File: src/sv/flms_pkg.sv
// Shared types, codes and character helpers of the fuzzy label match scorer.
// No dependencies.
`timescale 1ns / 1ps
`default_nettype none

package flms_pkg;

  localparam int unsigned CHAR_W = 8;

  // Appends of bytes below this value are dropped
  localparam logic [CHAR_W-1:0] CTRL_LIMIT = 8'd32;

  // Request kinds on tuser
  typedef enum logic [1:0] {
    OP_APPEND = 2'd0,
    OP_DELETE = 2'd1,
    OP_CLEAR  = 2'd2,
    OP_LABEL  = 2'd3
  } opcode_e;

  // Score codes
  typedef enum logic [1:0] {
    SCORE_NONE    = 2'd0,
    SCORE_SCATTER = 2'd1,
    SCORE_WORD    = 2'd2,
    SCORE_PREFIX  = 2'd3
  } score_e;

  // Write request into the query store (address covers depths up to 256)
  typedef struct packed {
    logic              en;
    logic [7:0]        addr;
    logic [CHAR_W-1:0] data;
  } wr_req_t;

  // ASCII case fold: upper case letters map to lower case
  function automatic logic [CHAR_W-1:0] fold(input logic [CHAR_W-1:0] c);
    logic [CHAR_W-1:0] r;
    r = c;
    if (c >= 8'h41 && c <= 8'h5A) begin
      r = c + 8'd32;
    end
    return r;
  endfunction

  // ASCII digit or letter
  function automatic logic is_alnum(input logic [CHAR_W-1:0] c);
    return (c >= 8'h30 && c <= 8'h39) || (c >= 8'h41 && c <= 8'h5A) ||
           (c >= 8'h61 && c <= 8'h7A);
  endfunction

endpackage

`default_nettype wire

File: src/sv/flms_query_store.sv
// Query character store with one comparator per position.
// Depends on flms_pkg.
`timescale 1ns / 1ps
`default_nettype none

module flms_query_store #(
  parameter int unsigned QUERY_MAX = 63
) (
  input  wire logic                         clk_i,
  input  wire flms_pkg::wr_req_t            wr_i,
  input  wire logic [flms_pkg::CHAR_W-1:0]  fc_i,   // folded label byte
  output logic      [QUERY_MAX-1:0]         eq_o    // position i equals fc_i
);

  localparam int unsigned IDX_W = (QUERY_MAX > 1) ? $clog2(QUERY_MAX) : 1;

  // Folded query bytes; entries at or above the query length are never used
  logic [flms_pkg::CHAR_W-1:0] chars_q [QUERY_MAX];

  always_ff @(posedge clk_i) begin
    if (wr_i.en) begin
      chars_q[wr_i.addr[IDX_W-1:0]] <= wr_i.data;
    end
  end

  // Compare every position against the incoming byte
  always_comb begin
    for (int i = 0; i < QUERY_MAX; i++) begin
      eq_o[i] = (chars_q[i] == fc_i);
    end
  end

endmodule

`default_nettype wire

File: src/sv/fuzzy_label_match_scorer.sv
// Fuzzy label match scorer: takes one request per cycle on the slave stream. Query edits
// (append, delete last, clear) and label bytes share the stream, tuser telling them
// apart; the byte flagged by tlast ends a label and yields one score on the master
// stream, passing through the input register and then the result register, with the label's
// count since the last query edit. All query positions are compared against each label byte
// in parallel, which sets the rate at one request per cycle; the result register
// lets requests keep flowing while a score waits, and only a second pending score
// stalls the input. Depends on flms_pkg and flms_query_store.
`timescale 1ns / 1ps
`default_nettype none

module fuzzy_label_match_scorer #(
  parameter int unsigned QUERY_MAX   = 63,
  parameter int unsigned LABEL_COUNT = 128
) (
  input  wire logic        clk_i,
  input  wire logic        rst_ni,
  input  wire logic        s_axis_tvalid,
  output logic             s_axis_tready,
  input  wire logic [7:0]  s_axis_tdata,   // [7:0] char_code
  input  wire logic [1:0]  s_axis_tuser,   // [1:0] opcode
  input  wire logic        s_axis_tlast,   // last_of_label
  output logic             m_axis_tvalid,
  input  wire logic        m_axis_tready,
  output logic      [15:0] m_axis_tdata    // [1:0] score, [8:2] label_number
);

  localparam int unsigned LEN_W = $clog2(QUERY_MAX + 1);
  localparam int unsigned POS_W = $clog2(QUERY_MAX + 2);
  localparam int unsigned IDX_W = (QUERY_MAX > 1) ? $clog2(QUERY_MAX) : 1;
  localparam int unsigned CNT_W = $clog2(LABEL_COUNT);

  // Input register
  logic                        in_v_q;
  flms_pkg::opcode_e           in_op_q;
  logic [flms_pkg::CHAR_W-1:0] in_ch_q;
  logic                        in_last_q;

  // Match state
  logic [LEN_W-1:0]     len_q,    len_d;
  logic [POS_W-1:0]     pos_q,    pos_d;
  logic                 prefix_q, prefix_d;
  logic [QUERY_MAX-1:0] wp_q,     wp_d;
  logic                 hit_q,    hit_d;
  logic                 prevna_q, prevna_d;
  logic [LEN_W-1:0]     sub_q,    sub_d;
  logic [CNT_W-1:0]     cnt_q,    cnt_d;

  // Result register
  logic                 out_v_q,  out_v_d;
  flms_pkg::score_e     score_q,  score_d;
  logic [6:0]           num_q,    num_d;

  logic                        need_out, adv;
  logic [flms_pkg::CHAR_W-1:0] fc;
  logic [QUERY_MAX-1:0]        eq;
  flms_pkg::wr_req_t           wr;

  // Per-byte next values of the label state
  logic [POS_W-1:0]     pos_n;
  logic                 prefix_n;
  logic [QUERY_MAX-1:0] wp_n;
  logic                 hit_n;
  logic [LEN_W-1:0]     sub_n;
  flms_pkg::score_e     score_n;

  // Handshake: an item leaves the input register unless it is a score and the
  // result register is full and not being drained
  assign need_out      = in_v_q && (in_op_q == flms_pkg::OP_LABEL) && in_last_q;
  assign adv           = in_v_q && (!need_out || !out_v_q || m_axis_tready);
  assign s_axis_tready = !in_v_q || adv;

  always_ff @(posedge clk_i or negedge rst_ni) begin
    if (!rst_ni) begin
      in_v_q <= 1'b0;
    end else if (s_axis_tready) begin
      in_v_q <= s_axis_tvalid;
    end
  end

  always_ff @(posedge clk_i) begin
    if (s_axis_tvalid && s_axis_tready) begin
      in_op_q   <= flms_pkg::opcode_e'(s_axis_tuser);
      in_ch_q   <= s_axis_tdata;
      in_last_q <= s_axis_tlast;
    end
  end

  // Query store and parallel compare
  assign fc      = flms_pkg::fold(in_ch_q);
  assign wr.en   = adv && (in_op_q == flms_pkg::OP_APPEND) &&
                   (in_ch_q >= flms_pkg::CTRL_LIMIT) && (len_q < LEN_W'(QUERY_MAX));
  assign wr.addr = 8'(len_q);
  assign wr.data = fc;

  flms_query_store #(
    .QUERY_MAX (QUERY_MAX)
  ) u_store (
    .clk_i (clk_i),
    .wr_i  (wr),
    .fc_i  (fc),
    .eq_o  (eq)
  );

  // Label byte update: prefix, word-start shift-and, subsequence, position
  always_comb begin
    logic prev;
    prefix_n = prefix_q &&
               !((pos_q < POS_W'(len_q)) && !eq[pos_q[IDX_W-1:0]]);
    for (int i = 0; i < QUERY_MAX; i++) begin
      prev    = (i == 0) ? prevna_q : wp_q[(i == 0) ? 0 : i - 1];
      wp_n[i] = prev && eq[i] && (LEN_W'(i) < len_q);
    end
    hit_n = hit_q || ((len_q != '0) && wp_n[IDX_W'(len_q - LEN_W'(1))]);
    sub_n = ((sub_q < len_q) && eq[sub_q[IDX_W-1:0]]) ? sub_q + LEN_W'(1) : sub_q;
    pos_n = (pos_q == POS_W'(QUERY_MAX + 1)) ? pos_q : pos_q + POS_W'(1);

    // Score from the state after this byte
    if (len_q == '0) begin
      score_n = flms_pkg::SCORE_SCATTER;
    end else if (pos_n < POS_W'(len_q)) begin
      score_n = flms_pkg::SCORE_NONE;
    end else if (prefix_n) begin
      score_n = flms_pkg::SCORE_PREFIX;
    end else if (hit_n) begin
      score_n = flms_pkg::SCORE_WORD;
    end else if (sub_n == len_q) begin
      score_n = flms_pkg::SCORE_SCATTER;
    end else begin
      score_n = flms_pkg::SCORE_NONE;
    end
  end

  // Next state per request kind
  always_comb begin
    logic edited;
    len_d    = len_q;
    pos_d    = pos_q;
    prefix_d = prefix_q;
    wp_d     = wp_q;
    hit_d    = hit_q;
    prevna_d = prevna_q;
    sub_d    = sub_q;
    cnt_d    = cnt_q;
    score_d  = score_q;
    num_d    = num_q;
    out_v_d  = out_v_q && !m_axis_tready;
    edited   = 1'b0;

    if (adv) begin
      unique case (in_op_q)
        flms_pkg::OP_APPEND: begin
          if (wr.en) begin
            len_d  = len_q + LEN_W'(1);
            edited = 1'b1;
          end
        end
        flms_pkg::OP_DELETE: begin
          if (len_q != '0) begin
            len_d  = len_q - LEN_W'(1);
            edited = 1'b1;
          end
        end
        flms_pkg::OP_CLEAR: begin
          len_d  = '0;
          edited = 1'b1;
        end
        flms_pkg::OP_LABEL: begin
          if (in_last_q) begin
            // Emit the score and start a fresh label
            out_v_d  = 1'b1;
            score_d  = score_n;
            num_d    = 7'(cnt_q);
            cnt_d    = (cnt_q == CNT_W'(LABEL_COUNT - 1)) ? '0 : cnt_q + CNT_W'(1);
            pos_d    = '0;
            prefix_d = 1'b1;
            wp_d     = '0;
            hit_d    = 1'b0;
            prevna_d = 1'b0;
            sub_d    = '0;
          end else begin
            pos_d    = pos_n;
            prefix_d = prefix_n;
            wp_d     = wp_n;
            hit_d    = hit_n;
            prevna_d = !flms_pkg::is_alnum(in_ch_q);
            sub_d    = sub_n;
          end
        end
        default: ;
      endcase
    end

    // An effective edit drops the label in progress and restarts the count
    if (edited) begin
      pos_d    = '0;
      prefix_d = 1'b1;
      wp_d     = '0;
      hit_d    = 1'b0;
      prevna_d = 1'b0;
      sub_d    = '0;
      cnt_d    = '0;
    end
  end

  always_ff @(posedge clk_i or negedge rst_ni) begin
    if (!rst_ni) begin
      len_q    <= '0;
      pos_q    <= '0;
      prefix_q <= 1'b1;
      wp_q     <= '0;
      hit_q    <= 1'b0;
      prevna_q <= 1'b0;
      sub_q    <= '0;
      cnt_q    <= '0;
      out_v_q  <= 1'b0;
    end else begin
      len_q    <= len_d;
      pos_q    <= pos_d;
      prefix_q <= prefix_d;
      wp_q     <= wp_d;
      hit_q    <= hit_d;
      prevna_q <= prevna_d;
      sub_q    <= sub_d;
      cnt_q    <= cnt_d;
      out_v_q  <= out_v_d;
    end
  end

  // Result payload
  always_ff @(posedge clk_i) begin
    score_q <= score_d;
    num_q   <= num_d;
  end

  assign m_axis_tvalid = out_v_q;
  assign m_axis_tdata  = {7'b0, num_q, score_q};

endmodule

`default_nettype wire

File: config.mk
export PLATFORM = sky130hd
export DESIGN_NAME = fuzzy_label_match_scorer
export DESIGN_NICKNAME = d
export VERILOG_FILES = /design/src/sv/flms_pkg.sv /design/src/sv/flms_query_store.sv /design/src/sv/fuzzy_label_match_scorer.sv
export SDC_FILE = /design/constraint.sdc
export NUM_CORES = 1
export LEC_CHECK = 0
export ABC_AREA = 1
export CAP_MARGIN = 10
export CORE_MARGIN = 5
export CORE_UTILIZATION = 63
export CTS_BUF_LIST = sky130_fd_sc_hd__clkbuf_2 sky130_fd_sc_hd__clkbuf_4 sky130_fd_sc_hd__clkbuf_8
export CTS_CLUSTER_DIAMETER = 80
export DETAILED_ROUTE_END_ITERATION = 10
export DONT_BUFFER_PORTS = 1
export PLACE_DENSITY = 0.79
export SYNTH_ARGS = -nofsm -noshare
export SYNTH_HDL_FRONTEND = slang
export SYNTH_SLANG_ARGS = --single-unit
File: constraint.sdc
create_clock -name clk_i -period 5.6 [get_ports clk_i]
set_input_delay 0.84 -clock clk_i [delete_from_list [all_inputs] [get_ports clk_i]]
set_output_delay 0.84 -clock clk_i [all_outputs]
set_load 0.01 [all_outputs]
==> flow_metrics.env <==
export IMPL_rsz0062_at_grt="false"
export IMPL_first_global_vias=24100
export IMPL_ctsHtreeMaxLevel=3
export IMPL_met2_usage=0.551
export IMPL_synth_seq_cells=617
export IMPL_routed_via_density=6.20
export IMPL_core_um2=49000
export IMPL_slew_headroom=0.184
export IMPL_max_freq_ghz=0.210
export IMPL_yosys_area_top_type_share=0.504
export IMPL_rr_startpoint="in_ch_q[0]"
export IMPL_grt_pass1_wl_um=147000
export IMPL_crit_type="flop to flop"
export IMPL_period_share=0.851
export IMPL_wl_per_cell_um=24.8
export IMPL_root_buffer="clkbuf_8"
export IMPL_crit_start="in_ch_q[0]"
export IMPL_yosys_area_top_type="edfxtp_1"
export IMPL_ir_drop_mv=0.247
export IMPL_synth_edff_count=524
export IMPL_synthTopCellsByArea="edfxtp_1 50%, nand2_1 7.5%, dfrtp_1 7.4%"
export IMPL_portBuffers=0
export IMPL_grtUsageMet1=0.490
export IMPL_fp_dieW_um=233
export IMPL_nets=3291
export IMPL_hold_violations=0
export IMPL_cts_buffer_depth=3
export IMPL_area_growth_pct=9.68
export IMPL_place_ws_ps=902
export IMPL_skew_ps=36.0
export IMPL_yosysWarnings=0
export IMPL_synth_cell_types=57
export IMPL_required_ps=6190
export IMPL_ant_nets=0
export IMPL_post_route_worst_setup_slack_ps=835
export IMPL_power_total_mw=12.3
export IMPL_vias=24800
export IMPL_synth_cells=3196
export IMPL_rows=81
export IMPL_dieHeight_um=233
export IMPL_post_cts_resized=0
export IMPL_top_usage_layer="met2"
export IMPL_hold_path_class="primary input to async pin"
export IMPL_fin_setup_tns_ps=0
export IMPL_cts_buffers=102
export IMPL_synth_avg_cell_area_um2=9.77
export IMPL_setup_violations=0
export IMPL_yosysMostFrequentCell="nand2_1"
export IMPL_drt_first_iter_violations=3033
export IMPL_end_kind="flop"
export IMPL_gp_congestion=1.07
export IMPL_place_hpwl_um=65400
export IMPL_wl_um=99100
export IMPL_nFillCells=3596
export IMPL_worst_pin_slew_ps=1220
export IMPL_worstPathArrival_ps=5360
export IMPL_io_pins=33
export IMPL_antenna_found_initial=4
export IMPL_grt_max_degree=100
export IMPL_cts_tree="done"
export IMPL_critPathLaunchType="flop"
export IMPL_ys_seq_area_frac=0.579
export IMPL_hold_slack_ps=62.6
export IMPL_power_density_nw_per_um2=359
export IMPL_die_area_um2=54100
export IMPL_synth_area_um2=31200
export IMPL_initial_utilization=0.638
export IMPL_clk_pin_slew_worst_paths_ps=70
export IMPL_firstDrtPassIters=6
export IMPL_met3_usage=0.0964
export IMPL_insertion_delay_ps=720
export IMPL_maxCapViolCount=0
export IMPL_synthArstFlopShare=0.151
export IMPL_placed_cells=3806
export IMPL_fin_crit_ps=4760
export IMPL_synthTopCellsByCount="627 x nand2_1, 524 x edfxtp_1, 316 x nand3_1"
export IMPL_drv_slew=0
export IMPL_cts_sinks=617
export IMPL_ys_flop_type="edfxtp_1"
export IMPL_p_leak_nw=13.4
export IMPL_drive_above_1_share=0.115
export IMPL_drc=0
export IMPL_track_usage=0.364
export IMPL_grt_overflow=0
export IMPL_cp_max_fo=41
export IMPL_fin_cells=4001
export IMPL_status="complete, no violations"
[cells in the final DEF (no fill, tap or decap), types with 4 or more instances in the layout]
| master | Yosys | final |
|---|---|---|
| nand2_1 | 627 | 627 |
| edfxtp_1 | 524 | 524 |
| nand3_1 | 316 | 315 |
| nor2_1 | 301 | 301 |
| inv_1 | 298 | 297 |
| xor2_1 | 178 | 178 |
| o21ai_0 | 150 | 150 |
| clkbuf_8 | 0 | 107 |
| dfrtp_1 | 92 | 92 |
| or2_2 | 86 | 86 |
| buf_4 | 17 | 80 |
| nand4_1 | 65 | 65 |
| nor4_1 | 50 | 50 |
| a21oi_1 | 50 | 49 |
| xnor2_1 | 47 | 47 |
| nor3_1 | 40 | 40 |
| o22ai_1 | 34 | 34 |
| clkinv_1 | 9 | 29 |
| ha_1 | 29 | 29 |
| clkbuf_4 | 0 | 28 |
| clkinv_2 | 0 | 23 |
| o2111ai_1 | 18 | 18 |
| o21ai_1 | 14 | 14 |
| a211oi_1 | 13 | 13 |
| buf_12 | 0 | 12 |
| and2_1 | 11 | 11 |
| o211ai_1 | 11 | 11 |
| nand3b_1 | 9 | 9 |
| conb_1 | 1 | 7 |
| diode_2 | 0 | 6 |
| nand2_2 | 7 | 6 |
| inv_2 | 5 | 5 |
| nand2_4 | 4 | 5 |
| a22oi_1 | 5 | 5 |
| o32ai_1 | 5 | 5 |
| o31ai_1 | 5 | 5 |
| nor2_2 | 4 | 4 |
| nand3_2 | 3 | 4 |
| a31oi_1 | 4 | 4 |
| bufinv_16 | 0 | 4 |
[metal layers]
metal  routed length, um  up-vias  share of wire
li1                    -    11000              -
met1               37700    11800           0.38
met2               43900     1619           0.44
met3               11700      355           0.12
met4                5770        0          0.058
met5                   0        -              0
[power breakdown]
group	switching [mW]	internal (mW)	total (mW)
sequential	0.135	5.11	5.24
combinational	2.26	0.770	3.03
clock	1.86	2.16	4.02
[flip-flops by register name (all words and copies together), names as in the netlist]
| name | count |
|---|---|
| in_ch_q | 8 |
| hit_q | 1 |
| pos_q | 7 |
| prefix_q | 1 |
| wp_q | 62 |
| in_op_q | 2 |
| cnt_q | 7 |
| m_axis_tvalid | 1 |
| score_q | 2 |
| len_q | 6 |
| in_last_q | 1 |
| num_q | 7 |
| prevna_q | 1 |
| sub_q | 6 |
| in_v_q | 1 |
| u_store.chars_q | 504 |
[timing repair]
| action | 4_1_cts | 5_1_grt |
|---|---|---|
| hold buffers | 1 | 0 |
| endpoints found under the hold margin | 93 | 0 |
| buffers inserted | 0 | 0 |
[cell families after synthesis]
kind of cell	synth area share
and+or+nand+nor	0.222
buffers and inverters	0.0630
other	0.000120
adders and majority gates	0.0116
AOI/OAI and AO/OA	0.0612
DFF	0.579
xor gates and xnor gates	0.0637
[stage by stage]
stage	utilization	cell area, um2
after floorplan	-	31200
after CTS	0.699	34200
after detailed placement	0.656	32100
after global placement	0.656	32100
after global routing	0.699	34200
final	0.699	34200
[critical path: stages (launching register included)]
cell      delay (ps)
edfxtp_1         580
buf_4            380
buf_4            540
xor2_1           130
nor4_1           600
o21ai_0          210
nor2_1           310
nand2_1          140
nand2_1           80
nand3_1          110
nand3_1          160
nand3_1          140
nand3_2          300
nand3_4          200
nand2_1          120
nand2_1           80
nand2_1           70
nand3_1           80
nor2_1           120
nand2_1           80
nand2_1           50
nand2_1           50
nand2_1           60
[path summary, 6_finish.rpt]
check	to	slack, ps	cells after the start
max reg2reg	score_q[0]	840	22
max	score_q[0]	840	22
min	len_q[1]	60	1
min reg2reg	wp_q[36]	490	2
min in group clk_i	in_last_q	210	0
max in group asynchronous	wp_q[50]	5080	1
[layout make-up]
class / count / area (um2) / area share
clock inverter: 53 / 373 / 0.0109
clock buffer: 135 / 1680 / 0.0492
tap: 664 / 831 / 0.0243
sequential: 617 / 18100 / 0.528
inverter: 312 / 1170 / 0.0342
antenna: 6 / 15.0 / 0.000439
timing repair buffer: 93 / 868 / 0.0254
multi-input combinational: 2121 / 11200 / 0.328
(Power assumes the default switching activity.)
